==> config.mk <==
export PLATFORM = sky130hd
export DESIGN_NAME = bfq_ctrl
export DESIGN_NICKNAME = d
export VERILOG_FILES = /design/src/design/bfq_pkg.sv /design/src/design/bfq_ctrl.sv
export SDC_FILE = /design/constraint.sdc
export NUM_CORES = 1
export LEC_CHECK = 0
export ABC_AREA = 1
export ABC_CLOCK_PERIOD_IN_PS = 3250
export BUFFER_PORTS_ARGS = -buffer_cell sky130_fd_sc_hd__buf_4
export CORE_ASPECT_RATIO = 0.9
export CORE_MARGIN = 8
export CORE_UTILIZATION = 40
export DETAILED_ROUTE_END_ITERATION = 16
export GPL_TIMING_DRIVEN = 0
export HOLD_SLACK_MARGIN = 0.05
export PLACE_DENSITY = 0.76
export SETUP_SLACK_MARGIN = 0.15
export SLEW_MARGIN = 25
export SYNTH_ARGS = -nofsm -noshare
export SYNTH_HDL_FRONTEND = slang
export SYNTH_SLANG_ARGS = --single-unit
==> constraint.sdc <==
create_clock -name i_clk -period 3.25 [get_ports i_clk]
set_input_delay 0.1625 -clock i_clk [delete_from_list [all_inputs] [get_ports i_clk]]
set_output_delay 0.1625 -clock i_clk [all_outputs]
set_load 0.005 [all_outputs]
==> src/design/bfq_pkg.sv <==
package bfq_pkg;

    localparam int ArrayWords = 65536;
    localparam int AddrW      = 16;
    localparam int MaxProbes  = 32;
    localparam int FbW        = 23;
    localparam int HcW        = 6;

    localparam logic [31:0] C1      = 32'hcc9e2d51;
    localparam logic [31:0] C2      = 32'h1b873593;
    localparam logic [31:0] CN      = 32'he6546b64;
    localparam logic [31:0] F1      = 32'h85ebca6b;
    localparam logic [31:0] F2      = 32'hc2b2ae35;
    localparam logic [31:0] SeedStp = 32'h9e3779b9;
    localparam logic [31:0] KeyLen  = 32'd20;

    localparam logic CmdWrite = 1'b0;
    localparam logic CmdQuery = 1'b1;

    localparam logic [0:0] RegFilterBits = 1'b0;
    localparam logic [0:0] RegHashCount  = 1'b1;

    // controller to datapath
    typedef struct packed {
        logic load_key;   // capture key, clear seed
        logic hash_start; // begin hashing current seed
        logic mem_write;  // store word
        logic next_seed;  // advance seed
    } t_cmd;

    // datapath to controller
    typedef struct packed {
        logic hash_done;  // bit index ready, memory read issued
        logic rd_valid;   // tested bit available
        logic bit_value;
    } t_stat;

endpackage

==> src/design/bfq_ctrl.sv <==
module bfq_ctrl (
    input  logic                       i_clk,
    input  logic                       i_rst_n,
    input  logic                       i_in_valid,
    output logic                       o_in_ready,
    input  logic                       i_command,
    input  logic [bfq_pkg::HcW-1:0]    i_hash_count,
    output bfq_pkg::t_cmd              o_cmd,
    input  bfq_pkg::t_stat             i_stat,
    output logic                       o_out_valid,
    input  logic                       i_out_ready,
    output logic                       o_present,
    output logic [5:0]                 o_used
);
    localparam logic [1:0] S_IDLE = 2'd0;
    localparam logic [1:0] S_HASH = 2'd1;
    localparam logic [1:0] S_WAIT = 2'd2;
    localparam logic [1:0] S_OUT  = 2'd3;

    logic [1:0] r_state, n_state;
    logic [5:0] r_used, r_limit;
    logic       r_present;
    logic       accept;
    logic [5:0] lim;

    assign o_in_ready = (r_state == S_IDLE);
    assign accept     = i_in_valid && o_in_ready;
    always_comb begin
        lim = i_hash_count;
        if (lim == 6'd0) lim = 6'd1;
        if (lim > 6'(bfq_pkg::MaxProbes)) lim = 6'(bfq_pkg::MaxProbes);
    end

    always_comb begin
        o_cmd.load_key   = accept && (i_command == bfq_pkg::CmdQuery);
        o_cmd.mem_write  = accept && (i_command == bfq_pkg::CmdWrite);
        o_cmd.hash_start = (r_state == S_HASH);
        o_cmd.next_seed  = i_stat.hash_done;
        n_state = r_state;
        case (r_state)
            S_IDLE: if (o_cmd.load_key) n_state = S_HASH;
            S_HASH: n_state = S_WAIT;
            S_WAIT: begin
                if (i_stat.rd_valid) begin
                    if (!i_stat.bit_value || r_used == r_limit) n_state = S_OUT;
                    else n_state = S_HASH;
                end
            end
            S_OUT:  if (i_out_ready) n_state = S_IDLE;
            default: n_state = S_IDLE;
        endcase
    end

    always_ff @(posedge i_clk) begin
        if (!i_rst_n) begin
            r_state <= S_IDLE;
        end else begin
            r_state <= n_state;
        end
        if (o_cmd.load_key) begin
            r_used  <= 6'd0;
            r_limit <= lim;
        end else if (r_state == S_HASH) begin
            r_used <= r_used + 6'd1;
        end
        if (r_state == S_WAIT && i_stat.rd_valid) begin
            r_present <= i_stat.bit_value;
        end
    end

    assign o_out_valid = (r_state == S_OUT);
    assign o_present   = r_present;
    assign o_used      = r_used;

`ifndef SYNTHESIS
    a_used_bound: assert property (@(posedge i_clk) disable iff (!i_rst_n)
        o_out_valid |-> (r_used >= 6'd1 && r_used <= r_limit))
        else $error("probe count out of range");
    a_hold: assert property (@(posedge i_clk) disable iff (!i_rst_n)
        (o_out_valid && !i_out_ready) |=> (o_out_valid && $stable(r_used)))
        else $error("result changed while stalled");
    a_early: assert property (@(posedge i_clk) disable iff (!i_rst_n)
        (o_out_valid && r_used != r_limit) |-> !r_present)
        else $error("early stop without clear bit");
`endif

endmodule

======== Word level (Yosys, flattened, before mapping) ========
Index checks and enable logic that the tools add are counted.
word-level totals
  register bits ........................... 15
  input port bits ......................... 14
  output and inout bits ................... 13
  logic and storage cells ................. 29
operators by class
  add/subtract/negate cells ............... 1
  magnitude comparators ................... 1
  eq/ne operators ......................... 7
  multiplexer cells ....................... 6
  bitwise operators ....................... 1
  reduce and logical (&&, ||, !) cells .... 9
operators with widths
  operator               number
  $mux W2                4
  $pmux W2 S4            1
  $add A6 B1 Y6 const B  1
  $eq A6 B6 Y1           1
  $gt A6 B6 Y1 const B   1
  $logic_not A6 Y1       1
  $mux W6                1
  $eq A2 B2 Y1 const B   2
  $logic_and A1 B1 Y1    4
  $ne A2 B1 Y1 const B   2
  $reduce_and A3 Y1      1
  $eq A2 B1 Y1 const B   1
  $logic_not A2 Y1       1
  $ne A2 B2 Y1 const B   1
  $logic_not A1 Y1       1
  $logic_or A1 B1 Y1     1
  $not A1 Y1             1

======== Logic depth before layout (Yosys ltp) ========
  word-level depth ........................ 5
  depth in mapped cells ................... 8
  gate-level depth less buffers ........... 8

======== Worst setup path after synthesis ========
No wires, ideal clock.
  path type ............................... flip-flop to flip-flop
  from .................................... register r_state[0]
  to ...................................... register r_limit[0], enable pin
  library setup time ...................... 0.332 ns
  arrival ................................. 0.862 ns
  data required time ...................... 2.918 ns
  path slack .............................. 2.055 ns
  stages on the path, launching flop included .. 4
  buffers on the path ..................... 0
  period minus slack after synthesis ...... 1.195 ns
  cells stage by stage .................... dfxtp_1 -> nor2_2 -> nand3_2 -> inv_1
RTL lines
  element                 line            text
  start, declared         bfq_ctrl.sv:20  logic [1:0] r_state, n_state;
  start signal, assigned  bfq_ctrl.sv:58  r_state <= n_state;
  end signal, assigned    bfq_ctrl.sv:62  r_limit <= lim;
  end, declared           bfq_ctrl.sv:21  logic [5:0] r_used, r_limit;

==> metrics <==
outcome=complete, no violations; top cell type's share of synthesized area=26.5%; slew margin rel.=75.1%; register area share after synthesis=46.7%; area grow syn2layout=30.9%; via count=769; htree depth=1; Die H=58.2 µm; Syn Inst Count=111; worst-path maximum fanout=10; crit path DAT=1510 ps; clock latency on the worst-skew pair=280 ps; vias per inst=4.66; Syn. warnings=0; Reg-to-Reg Start=r_state[0]; Layout Nets=156; PwrDens=577 nW/µm²; First DRT Iteration DRCs=20; Initial Utilization=41.8%; Distinct cells, synth=22; Reg2Reg Depth=3; Final period util=51.3%; Post-CTS Hold Buffers=0; Setup Viol. Count Final=0; initial antenna violation count=0; Antenna diodes=0; highest clock rate=599 MHz; Leakage=0.533 nW; vias in the first global route=710; hold_sp=i_stat[0]; Startpoint Class=flip-flop; largest net degree at the start of global routing=11; layout cells sized above 1=24.3%; CP Class=reg -> out; RD Place Congestion=0.718; min-delay worst type=in -> reg; Avg Inst Size Synth=7.15 µm²; CTS max path bufs=2; core area=1900 µm²; largest family of logic cells by synthesized area=simple AND/OR/NAND/NOR gates; Max Cap Viol=0; Tmin final=1670 ps; Post-Syn Area=793 µm²; Setup crit end kind=output port; adder-cell share of the synthesized area=1.58%; # clock sinks=15; FF-to-FF setup slack=1870 ps; Synth Area in XOR/XNOR=0%; peak supply drop=0.241 mV; Syn Nets=126; setup slack at placement=1870 ps; Pins Over Slew Limit=0; drt wl/cell=10.3 µm; cell taking the most area after synthesis=edfxtp_1; Die X-Extent=62.9 µm; post-cts sizing count=0; mux contribution to synthesized area=0%; Yosys reg bits=15; Residual DRC=0; GRT Total Usage=9.66%; Total Wirelength=1700 µm; Compound-Gate Fraction of Synth Area=7.26%; final hold violations=0; Reg clk slew, reported paths=90 ps; die footprint=3670 µm²; Remaining Overflow, GRT=0; Detail Placement HPWL=1380 µm; worst setup path end=o_cmd[3]; Pre-antenna DRT Iters=4; Worst EP required=3090 ps; min setup slack post-route=1580 ps; CTS Root Cell=clkbuf_4; worst-margin pin slew=372 ps; Non-Filler Instances=165; Final ANT Viol Nets=0; I/O pins=27; simple-gate share of the synthesized area=31.7%; placed cell count=161; post-route setup TNS=0 ps; dominant cells by area after synthesis=edfxtp_1 (26%), dfxtp_1 (20%), nand2_1 (15%); CTS buffer count=3; row cnt=15; CTS tree=done; reg-to-reg endpoint=r_limit[2]; Worst Clk Skew=2.85 ps; port bufs=25; final hold slack=75.5 ps; Post-CTS Setup Repair Bufs=0; RSZ-0062 raised after global routing=false; Critical Path Start=r_state[0]; global-route wire length before repair=2900 µm
-- cells in the mapped netlist (all sizes together) --
master / count
nand2: 33
inv: 24
nor2: 13
dfxtp: 8
edfxtp: 7
a21oi: 6
nand3: 5
nor3: 4
o21ai: 4
and2: 1
buf: 1
clkbuf: 1
ha: 1
nand4: 1
o21a: 1
or2: 1
-- where the power goes --
group / total, mW / internal (mW) / switching [mW]
logic: 0.226 / 0.103 / 0.123
registers: 0.267 / 0.235 / 0.0327
clock network: 0.106 / 0.0475 / 0.0582
-- cell families after synthesis --
logic type,Yosys count
adder cells (fa/ha/maj),1
AO/OA/AOI/OAI,11
AND/OR/NAND/NOR,58
flip-flops,15
buffers and inverters,26
-- stage by stage --
stage               util [%]  cell area [µm²]  power (mW)
floorplan                  -              793       0.406
global placement        53.4             1010       0.492
detailed placement      53.4             1010       0.502
CTS                     54.8             1040       0.609
global route            54.8             1040       0.657
finish                  54.8             1040       0.599
-- worst max-delay path: stages, from the launching register on --
cell	delay, ps
dfxtp_1	380
nor2_2	190
nand3_2	150
inv_1	320
buf_4	180
-- cells in the final DEF, fill, tap and decap left out, drive strengths merged --
cell type / count
nand4: 1
ha: 1
edfxtp: 7
nor3: 4
buf: 26
and2: 1
or2: 1
nand3: 5
dfxtp: 8
a21oi: 6
nand2: 33
nor2: 13
inv: 24
o21ai: 4
o21a: 1
clkbuf: 5
-- state kept, by name, indices dropped and copies added, names as in the netlist --
| signal | count |
|---|---|
| o_used | 6 |
| r_limit | 6 |
| r_state | 2 |
| o_present | 1 |
-- how the worst min path moves through the flow --
stage / to / slack, ps / depth (start not counted)
floorplan: o_present / 260 / 0
global placement: o_present / 350 / 1
detailed placement: o_present / 360 / 1
CTS: o_present / 70 / 1
global route: o_present / 50 / 1
finish: o_present / 80 / 1
-- area by class of cell --
class	count	area, µm²
Buffer	2	11.3
Clock buffer	4	26.3
Fill cell	189	857
Inverter	24	90.1
Multi-Input combinational cell	70	322
Sequential cell	15	370
Tap cell	25	31.3
Timing Repair Buffer	25	188
-- per-layer routing --
layer  share of wire, %  global-route usage [%]
met4                  0                    3.90
met5                  0                       0
met2                 52                    16.4
met3                6.8                    4.04
met1                 42                    10.5
Note: power is estimated with default switching activity, not from simulation.
